`config.mk`:
```
export PLATFORM = sky130hd
export DESIGN_NAME = stepper_homing_steer_controller
export DESIGN_NICKNAME = d
export VERILOG_FILES = /design/src/rtl/shsc_pkg.sv /design/src/rtl/stepper_homing_steer_controller.sv /design/src/rtl/shsc_step.sv /design/src/rtl/shsc_out_reg.sv
export SDC_FILE = /design/constraint.sdc
export NUM_CORES = 1
export LEC_CHECK = 0
export BUFFER_PORTS_ARGS = -buffer_cell sky130_fd_sc_hd__clkbuf_2
export CORE_MARGIN = 1
export CORE_UTILIZATION = 25
export CTS_CLUSTER_SIZE = 25
export DETAILED_ROUTE_END_ITERATION = 12
export HOLD_SLACK_MARGIN = 0.02
export MAX_ROUTING_LAYER = met4
export PLACE_DENSITY = 0.49
export SLEW_MARGIN = 20
export SYNTH_ARGS = -nofsm -noshare
export SYNTH_HDL_FRONTEND = slang
export SYNTH_SLANG_ARGS = --single-unit
export TNS_END_PERCENT = 50
```
`constraint.sdc`:
```
create_clock -name clock -period 4.85 [get_ports clock]
set_input_delay 0.97 -clock clock [delete_from_list [all_inputs] [get_ports clock]]
set_output_delay 0.97 -clock clock [all_outputs]
set_load 0.02 [all_outputs]
```
`src/rtl/shsc_pkg.sv`:
```
// ----------------------------------------------------------------------------
// Steering stepper controller package
// Shared codes, calibration mode type and default widths.
// ----------------------------------------------------------------------------
`default_nettype none

package shsc_pkg;

   localparam int POS_WIDTH_DEF = 16;
   localparam int TARGET_WIDTH  = 16;
   localparam int PHASE_WIDTH   = 4;

   localparam logic ACT_TICK       = 1'b0;
   localparam logic ACT_SET_TARGET = 1'b1;

   typedef enum logic [1:0] {
      MODE_SWEEP_RIGHT = 2'd0,
      MODE_SWEEP_LEFT  = 2'd1,
      MODE_COUNT_RIGHT = 2'd2,
      MODE_READY       = 2'd3
   } mode_type;

endpackage

`default_nettype wire

```
`src/rtl/stepper_homing_steer_controller.sv`:
```
// ----------------------------------------------------------------------------
// Steering stepper homing and position tracking
// Sweeps to both limit switches, targets the midpoint, then tracks a target.
// ----------------------------------------------------------------------------
//   channel  direction  payload
//   req_     in         action, new_target, left_limit, right_limit
//   rsp_     out        coil_phase, current_position, left_end, right_end,
//                       target_position, ready_res
//
// One request per cycle while req_ready is high: state registers update on
// acceptance; the response appears in the result register on the next cycle.
// req_ready stays high while the result register is empty or being taken,
// so a stalled response stops only the request that would overwrite it.
// Synchronous reset returns to the first right sweep with all positions zero.
// ----------------------------------------------------------------------------
`default_nettype none

module stepper_homing_steer_controller
   import shsc_pkg::*;
#(
   parameter int POS_WIDTH = POS_WIDTH_DEF
) (
   input  logic                          clock,
   input  logic                          reset,
   input  logic                          req_valid,
   output logic                          req_ready,
   input  logic                          req_action,
   input  logic signed [TARGET_WIDTH-1:0] req_new_target,
   input  logic                          req_left_limit,
   input  logic                          req_right_limit,
   output logic                          rsp_valid,
   input  logic                          rsp_ready,
   output logic [PHASE_WIDTH-1:0]        rsp_coil_phase,
   output logic signed [POS_WIDTH-1:0]   rsp_current_position,
   output logic signed [POS_WIDTH-1:0]   rsp_left_end,
   output logic signed [POS_WIDTH-1:0]   rsp_right_end,
   output logic signed [POS_WIDTH-1:0]   rsp_target_position,
   output logic                          rsp_ready_res
);

   mode_type                    mode_ff, mode_in;
   logic signed [POS_WIDTH-1:0] position_ff, position_in;
   logic signed [POS_WIDTH-1:0] left_stop_ff, left_stop_in;
   logic signed [POS_WIDTH-1:0] right_stop_ff, right_stop_in;
   logic signed [POS_WIDTH-1:0] goal_ff, goal_in;
   logic                        accept;
   logic [PHASE_WIDTH-1:0]      phase_next;

   assign accept = req_valid && req_ready;

   shsc_step #(.POS_WIDTH(POS_WIDTH)) u_step (
      .mode_ff       (mode_ff),
      .position_ff   (position_ff),
      .left_stop_ff  (left_stop_ff),
      .right_stop_ff (right_stop_ff),
      .goal_ff       (goal_ff),
      .action        (req_action),
      .new_target    (req_new_target),
      .left_limit    (req_left_limit),
      .right_limit   (req_right_limit),
      .mode_in       (mode_in),
      .position_in   (position_in),
      .left_stop_in  (left_stop_in),
      .right_stop_in (right_stop_in),
      .goal_in       (goal_in)
   );

   always_ff @(posedge clock) begin
      if (reset) begin
         mode_ff       <= MODE_SWEEP_RIGHT;
         position_ff   <= '0;
         left_stop_ff  <= '0;
         right_stop_ff <= '0;
         goal_ff       <= '0;
      end else if (accept) begin
         mode_ff       <= mode_in;
         position_ff   <= position_in;
         left_stop_ff  <= left_stop_in;
         right_stop_ff <= right_stop_in;
         goal_ff       <= goal_in;
      end
   end

   // wave drive: one coil per position mod 4
   assign phase_next = PHASE_WIDTH'(1) << position_in[1:0];

   shsc_out_reg #(.POS_WIDTH(POS_WIDTH)) u_out (
      .clock                (clock),
      .reset                (reset),
      .load                 (accept),
      .load_ready           (req_ready),
      .coil_phase_in        (phase_next),
      .position_in          (position_in),
      .left_end_in          (left_stop_in),
      .right_end_in         (right_stop_in),
      .target_in            (goal_in),
      .ready_res_in         (mode_in == MODE_READY),
      .rsp_valid            (rsp_valid),
      .rsp_ready            (rsp_ready),
      .rsp_coil_phase       (rsp_coil_phase),
      .rsp_current_position (rsp_current_position),
      .rsp_left_end         (rsp_left_end),
      .rsp_right_end        (rsp_right_end),
      .rsp_target_position  (rsp_target_position),
      .rsp_ready_res        (rsp_ready_res)
   );

   // pending response mirrors the state it was computed from
   a_rsp_matches_state: assert property (@(posedge clock) disable iff (reset)
      rsp_valid |-> (rsp_current_position == position_ff)
                    && (rsp_ready_res == (mode_ff == MODE_READY)))
      else $error("pending response does not match state registers");

   a_single_step: assert property (@(posedge clock) disable iff (reset)
      1'b1 |=> (position_ff == $past(position_ff))
               || (position_ff == $past(position_ff) + POS_WIDTH'(1))
               || (position_ff == $past(position_ff) - POS_WIDTH'(1)))
      else $error("position moved by more than one step");

   a_ready_sticky: assert property (@(posedge clock) disable iff (reset)
      (mode_ff == MODE_READY) |=> (mode_ff == MODE_READY))
      else $error("left tracking mode without reset");

   a_accept_when_empty: assert property (@(posedge clock) disable iff (reset)
      !rsp_valid |-> req_ready)
      else $error("request stalled with empty result register");

endmodule

`default_nettype wire

```
`src/rtl/shsc_step.sv`:
```
// ----------------------------------------------------------------------------
// Steering stepper step logic
// Next calibration mode, position, end stops and target for one request.
// ----------------------------------------------------------------------------
`default_nettype none

module shsc_step
   import shsc_pkg::*;
#(
   parameter int POS_WIDTH = POS_WIDTH_DEF
) (
   input  mode_type                      mode_ff,
   input  logic signed [POS_WIDTH-1:0]   position_ff,
   input  logic signed [POS_WIDTH-1:0]   left_stop_ff,
   input  logic signed [POS_WIDTH-1:0]   right_stop_ff,
   input  logic signed [POS_WIDTH-1:0]   goal_ff,
   input  logic                          action,
   input  logic signed [TARGET_WIDTH-1:0] new_target,
   input  logic                          left_limit,
   input  logic                          right_limit,
   output mode_type                      mode_in,
   output logic signed [POS_WIDTH-1:0]   position_in,
   output logic signed [POS_WIDTH-1:0]   left_stop_in,
   output logic signed [POS_WIDTH-1:0]   right_stop_in,
   output logic signed [POS_WIDTH-1:0]   goal_in
);

   localparam int EXT_W = ((POS_WIDTH > TARGET_WIDTH) ? POS_WIDTH : TARGET_WIDTH) + 1;
   localparam logic signed [EXT_W-1:0] P_MAX =
      (EXT_W'(1) << (POS_WIDTH - 1)) - EXT_W'(1);
   localparam logic signed [EXT_W-1:0] P_MIN = -P_MAX - EXT_W'(1);

   logic signed [EXT_W-1:0]     target_ext;
   logic signed [POS_WIDTH-1:0] target_sat;
   logic                        at_max;
   logic                        at_min;
   logic signed [POS_WIDTH-1:0] pos_up;
   logic signed [POS_WIDTH-1:0] pos_down;
   logic signed [POS_WIDTH:0]   end_sum;
   logic signed [POS_WIDTH:0]   end_adj;
   logic signed [POS_WIDTH-1:0] midpoint;

   assign target_ext = {{(EXT_W - TARGET_WIDTH){new_target[TARGET_WIDTH-1]}}, new_target};

   always_comb begin
      if (target_ext > P_MAX) begin
         target_sat = P_MAX[POS_WIDTH-1:0];
      end else if (target_ext < P_MIN) begin
         target_sat = P_MIN[POS_WIDTH-1:0];
      end else begin
         target_sat = target_ext[POS_WIDTH-1:0];
      end
   end

   // hold at the range ends instead of wrapping
   assign at_max   = (position_ff == {1'b0, {(POS_WIDTH-1){1'b1}}});
   assign at_min   = (position_ff == {1'b1, {(POS_WIDTH-1){1'b0}}});
   assign pos_up   = at_max ? position_ff : position_ff + POS_WIDTH'(1);
   assign pos_down = at_min ? position_ff : position_ff - POS_WIDTH'(1);

   // midpoint rounded toward zero: bias negative sums by one before the shift
   assign end_sum  = {left_stop_ff[POS_WIDTH-1], left_stop_ff}
                   + {position_ff[POS_WIDTH-1], position_ff};
   assign end_adj  = end_sum + {{POS_WIDTH{1'b0}}, end_sum[POS_WIDTH]};
   assign midpoint = end_adj[POS_WIDTH:1];

   always_comb begin
      mode_in       = mode_ff;
      position_in   = position_ff;
      left_stop_in  = left_stop_ff;
      right_stop_in = right_stop_ff;
      goal_in       = goal_ff;
      if (action == ACT_SET_TARGET) begin
         goal_in = target_sat;
      end else begin
         case (mode_ff)
            MODE_SWEEP_RIGHT: begin
               if (right_limit) mode_in = MODE_SWEEP_LEFT;
               else             position_in = pos_up;
            end
            MODE_SWEEP_LEFT: begin
               if (left_limit) begin
                  left_stop_in = position_ff;
                  mode_in      = MODE_COUNT_RIGHT;
               end else begin
                  position_in = pos_down;
               end
            end
            MODE_COUNT_RIGHT: begin
               if (right_limit) begin
                  right_stop_in = position_ff;
                  goal_in       = midpoint;
                  mode_in       = MODE_READY;
               end else begin
                  position_in = pos_up;
               end
            end
            default: begin
               if (position_ff < goal_ff)      position_in = pos_up;
               else if (position_ff > goal_ff) position_in = pos_down;
            end
         endcase
      end
   end

endmodule

`default_nettype wire

```
`src/rtl/shsc_out_reg.sv`:
```
// ----------------------------------------------------------------------------
// Steering stepper result register
// Holds one response and frees itself for the next request as it is taken.
// ----------------------------------------------------------------------------
`default_nettype none

module shsc_out_reg
   import shsc_pkg::*;
#(
   parameter int POS_WIDTH = POS_WIDTH_DEF
) (
   input  logic                        clock,
   input  logic                        reset,
   input  logic                        load,
   output logic                        load_ready,
   input  logic [PHASE_WIDTH-1:0]      coil_phase_in,
   input  logic signed [POS_WIDTH-1:0] position_in,
   input  logic signed [POS_WIDTH-1:0] left_end_in,
   input  logic signed [POS_WIDTH-1:0] right_end_in,
   input  logic signed [POS_WIDTH-1:0] target_in,
   input  logic                        ready_res_in,
   output logic                        rsp_valid,
   input  logic                        rsp_ready,
   output logic [PHASE_WIDTH-1:0]      rsp_coil_phase,
   output logic signed [POS_WIDTH-1:0] rsp_current_position,
   output logic signed [POS_WIDTH-1:0] rsp_left_end,
   output logic signed [POS_WIDTH-1:0] rsp_right_end,
   output logic signed [POS_WIDTH-1:0] rsp_target_position,
   output logic                        rsp_ready_res
);

   logic valid_ff;
   logic valid_in;

   assign load_ready = !valid_ff || rsp_ready;
   assign valid_in   = load || (valid_ff && !rsp_ready);

   always_ff @(posedge clock) begin
      if (reset) valid_ff <= 1'b0;
      else       valid_ff <= valid_in;
   end

   always_ff @(posedge clock) begin
      if (load) begin
         rsp_coil_phase       <= coil_phase_in;
         rsp_current_position <= position_in;
         rsp_left_end         <= left_end_in;
         rsp_right_end        <= right_end_in;
         rsp_target_position  <= target_in;
         rsp_ready_res        <= ready_res_in;
      end
   end

   assign rsp_valid = valid_ff;

endmodule

`default_nettype wire

```
==> results.py <==
metrics = {
    "routing": {
        "drt_pre_antenna_iters": 5,
        "viasPerCell": 5.13,
        "post_drt_wl_per_cell_um": 19.4,
        "routed-wl-met2_um": 14400,
        "total_number_of_vias": 7946,
        "postRouteAntennaNets": 0,
        "drcViolationCount": 0,
        "detailed_routing_wirelength_on_met1_um": 14000,
        "first_iter_violations": 579,
        "met3RoutedLength_um": 1280,
        "routed.top_layer": "met4",
        "routed_wl_um": 30100,
    },
    "critical_path": {
        "worst_r2r_startpoint": "position_ff[13]",
        "setup.worst_path.class": "reg2reg",
        "reg2reg_slack_ps": 770,
        "cp-end-kind": "flop",
        "crit-reg2reg-capture": "u_out.rsp_target_position[15]",
        "cp_data_arrival_time_ps": 4260,
        "cp_data_required_time_ps": 5030,
        "start_kind": "flop",
        "worst-r2r-cell-count": 13,
        "crit_path_max_fanout": 17,
    },
    "yosys": {
        "seq_area_frac_synth_pct": 39.7,
        "synthesis.instances": 1011,
        "netlist_area_mm2": 0.00859,
        "synth_enable_flop_cells": 69,
        "synth.avg_cell_area_um2": 8.49,
        "ys_ff_latch": 136,
        "cell_types_occupying_the_most_area_after_synthesis": "sky130_fd_sc_hd__edfxtp_1, sky130_fd_sc_hd__dfxtp_1, sky130_fd_sc_hd__nand2_1",
        "total_nets_after_synthesis": 1071,
        "synth_flop_cell": "sky130_fd_sc_hd__edfxtp_1",
        "synthDistinctLibCells": 86,
        "synth_warnings": 0,
        "synthArstFlopShare_pct": 0,
        "synth_top_area_cell": "sky130_fd_sc_hd__edfxtp_1",
        "netlist.area_leader.share_pct": 24.1,
    },
    "power_and_ir_drop": {
        "power-per-cell-area_mw_per_mm2": 338,
        "power.static_leakage_nw": 3.94,
        "max-vdd-ir-drop_mv": 0.252,
    },
    "timing": {
        "number_of_endpoints_failing_setup_at_the_final_stage": 0,
        "min_period_ps": 4080,
        "max_freq_mhz": 245,
        "finalMaxSlewViolations": 0,
        "fin_worst_skew_ps": 16.1,
        "timing.slew.headroom_pct": 45.9,
        "fin_setup_tns_ps": 0,
        "worst_pin_slew_ps": 811,
        "holdWs_ps": 479,
        "grt_setup_unrepaired": "false",
        "finalHoldViolations": 0,
        "setup_ws_ps": 769,
        "timing.final.crit_share_pct": 84.2,
    },
    "worst_hold_path": {
        "min-delay-start": "left_stop_ff[1]",
        "holdPathStages": 2,
        "hp-class": "reg2reg",
        "holdPathEnd": "left_stop_ff[1]",
    },
    "grt": {
        "grt_start_max_net_pins": 65,
        "overall_fraction_of_global_route_tracks_in_use_pct": 17.8,
        "grt_first_pass_wirelength_um": 46300,
        "antenna_found_initial": 0,
        "overflow": 0,
        "vias_in_the_first_global_route": 7738,
    },
    "cts": {
        "clkTransAtPathRegs_ps": 80,
        "number_of_gates_resized_after_cts": 0,
        "clock_latency_ps": 440,
        "tritoncts.num_buffers": 17,
        "postCtsSetupBuffers": 0,
        "cts_tree": "yes",
        "cts_hold_bufs": 0,
        "cts.sinks": 136,
        "cts_root_buffer": "sky130_fd_sc_hd__clkbuf_16",
        "cts_buffer_depth": 2,
        "cts_max_level": 4,
    },
    "job": {
        "timing.max_cap.violations": 0,
    },
    "cells_and_area": {
        "num_antenna_cells": 0,
        "fin_nets": 1149,
        "final_layout_size_suffix_gt1_share_pct": 18.3,
        "syn_to_final_growth_pct": 19.1,
        "layout.cells.most_common": "sky130_fd_sc_hd__nand2_1",
        "fillCellCount": 3632,
        "most_used_cells_in_the_layout_excluding_fill_and_tap_cells": "sky130_fd_sc_hd__nand2_1, sky130_fd_sc_hd__nor2_1, sky130_fd_sc_hd__clkbuf_2",
    },
    "place": {
        "dp_slack_ps": 830,
        "post_dp_hpwl_um": 21500,
        "port_buffers": 93,
        "gp_routability_congestion": 0.912,
    },
    "floorplan": {
        "coreArea_mm2": 0.0337,
        "die_y_um": 187,
        "std_cell_rows": 67,
        "die_width_um": 187,
        "floorplan.initialDensity_pct": 25.5,
        "die_area_mm2": 0.0351,
        "ioPinCount": 94,
    },
    "outcome": {
        "status": "finished clean",
    },
}
## power breakdown
group	internal [mW]	leakage, nW	switching [mW]
Clock	0.874	0.303	0.582
Sequential	1.29	1.24	0.0522
Combinational	0.229	2.40	0.429
Total	2.39	3.94	1.06
## flip-flops by register name, summed over array words and instances (netlist names)
register	cells
u_out.rsp_ready_res	1
u_out.rsp_coil_phase	4
position_ff	16
u_out.rsp_current_position	16
left_stop_ff	16
mode_ff	2
right_stop_ff	16
u_out.rsp_right_end	16
u_out.rsp_left_end	16
u_out.rsp_valid	1
u_out.rsp_target_position	16
goal_ff	16
## final cells by class
class / instances / area, um2 / area share [%]
clock buffers: 17 / 425 / 4.16
inverters: 39 / 149 / 1.46
well taps: 448 / 561 / 5.48
repair buffers: 124 / 698 / 6.82
clock inverters: 15 / 215 / 2.10
flip-flops and latches: 136 / 3410 / 33.4
multi-input cells: 771 / 4770 / 46.6
## per-stage QoR
stage	instance area (um2)	power (mW)	std cells	utilization, %
2_1_floorplan	8590	1.82	1011	-
3_3_place_gp	9590	2.02	1518	28.5
3_5_place_dp	9590	2.03	1518	28.5
4_1_cts	10200	3.50	1550	30.4
5_1_grt	10200	3.61	1550	30.4
6_report	10200	3.46	1550	30.4
## worst max-delay path: stages, from the launching register on
cell and delay, ps:
sky130_fd_sc_hd__dfxtp_1 740, sky130_fd_sc_hd__ha_1 420, sky130_fd_sc_hd__a21o_1 190, sky130_fd_sc_hd__a2111o_1 410
sky130_fd_sc_hd__a211o_1 270, sky130_fd_sc_hd__nand2_1 140, sky130_fd_sc_hd__and2_1 140, sky130_fd_sc_hd__ha_1 200
sky130_fd_sc_hd__nand4_1 180, sky130_fd_sc_hd__nor3_1 440, sky130_fd_sc_hd__nand2_1 140, sky130_fd_sc_hd__o311a_1 300
sky130_fd_sc_hd__a21oi_1 170, sky130_fd_sc_hd__nand2_1 80
## metal layers
metal	vias up	track usage [%]
met3	38	2.61
met4	0	5.04
li1	3837	-
met5	-	-
met2	223	28.5
met1	3848	23.3
## logic make-up after synthesis
logic type	Yosys count	share of synthesized area, %
multiplexers	27	3.41
flip-flops	136	39.7
XOR/XNOR	46	4.69
buffers and inverters	104	4.81
adder cells (fa/ha/maj)	37	5.48
AND/OR/NAND/NOR	413	22.7
AO/OA/AOI/OAI	248	19.2
## worst max-delay path by stage
stage | from | to | depth (start not counted)
2_1_floorplan | rsp_ready | u_out.rsp_coil_phase[0] | 4
3_3_place_gp | position_ff[13] | u_out.rsp_target_position[15] | 13
3_5_place_dp | position_ff[13] | u_out.rsp_target_position[15] | 13
4_1_cts | position_ff[13] | u_out.rsp_target_position[15] | 13
5_1_grt | position_ff[13] | u_out.rsp_target_position[15] | 14
6_report | position_ff[13] | u_out.rsp_target_position[15] | 13
## Yosys cell counts (13+ instances only)
cell	n
sky130_fd_sc_hd__inv_1	35
sky130_fd_sc_hd__ha_1	36
sky130_fd_sc_hd__nor2_1	117
sky130_fd_sc_hd__o21a_1	13
sky130_fd_sc_hd__xnor2_1	34
sky130_fd_sc_hd__o211ai_1	13
sky130_fd_sc_hd__clkbuf_1	50
sky130_fd_sc_hd__o21ai_0	39
sky130_fd_sc_hd__nand2_1	137
sky130_fd_sc_hd__nand3_1	26
sky130_fd_sc_hd__a31oi_1	18
sky130_fd_sc_hd__dfxtp_1	67
sky130_fd_sc_hd__nor3_1	53
sky130_fd_sc_hd__edfxtp_1	69
sky130_fd_sc_hd__mux2_2	16
sky130_fd_sc_hd__a21oi_1	73
Power figures use the tool's default switching activity.
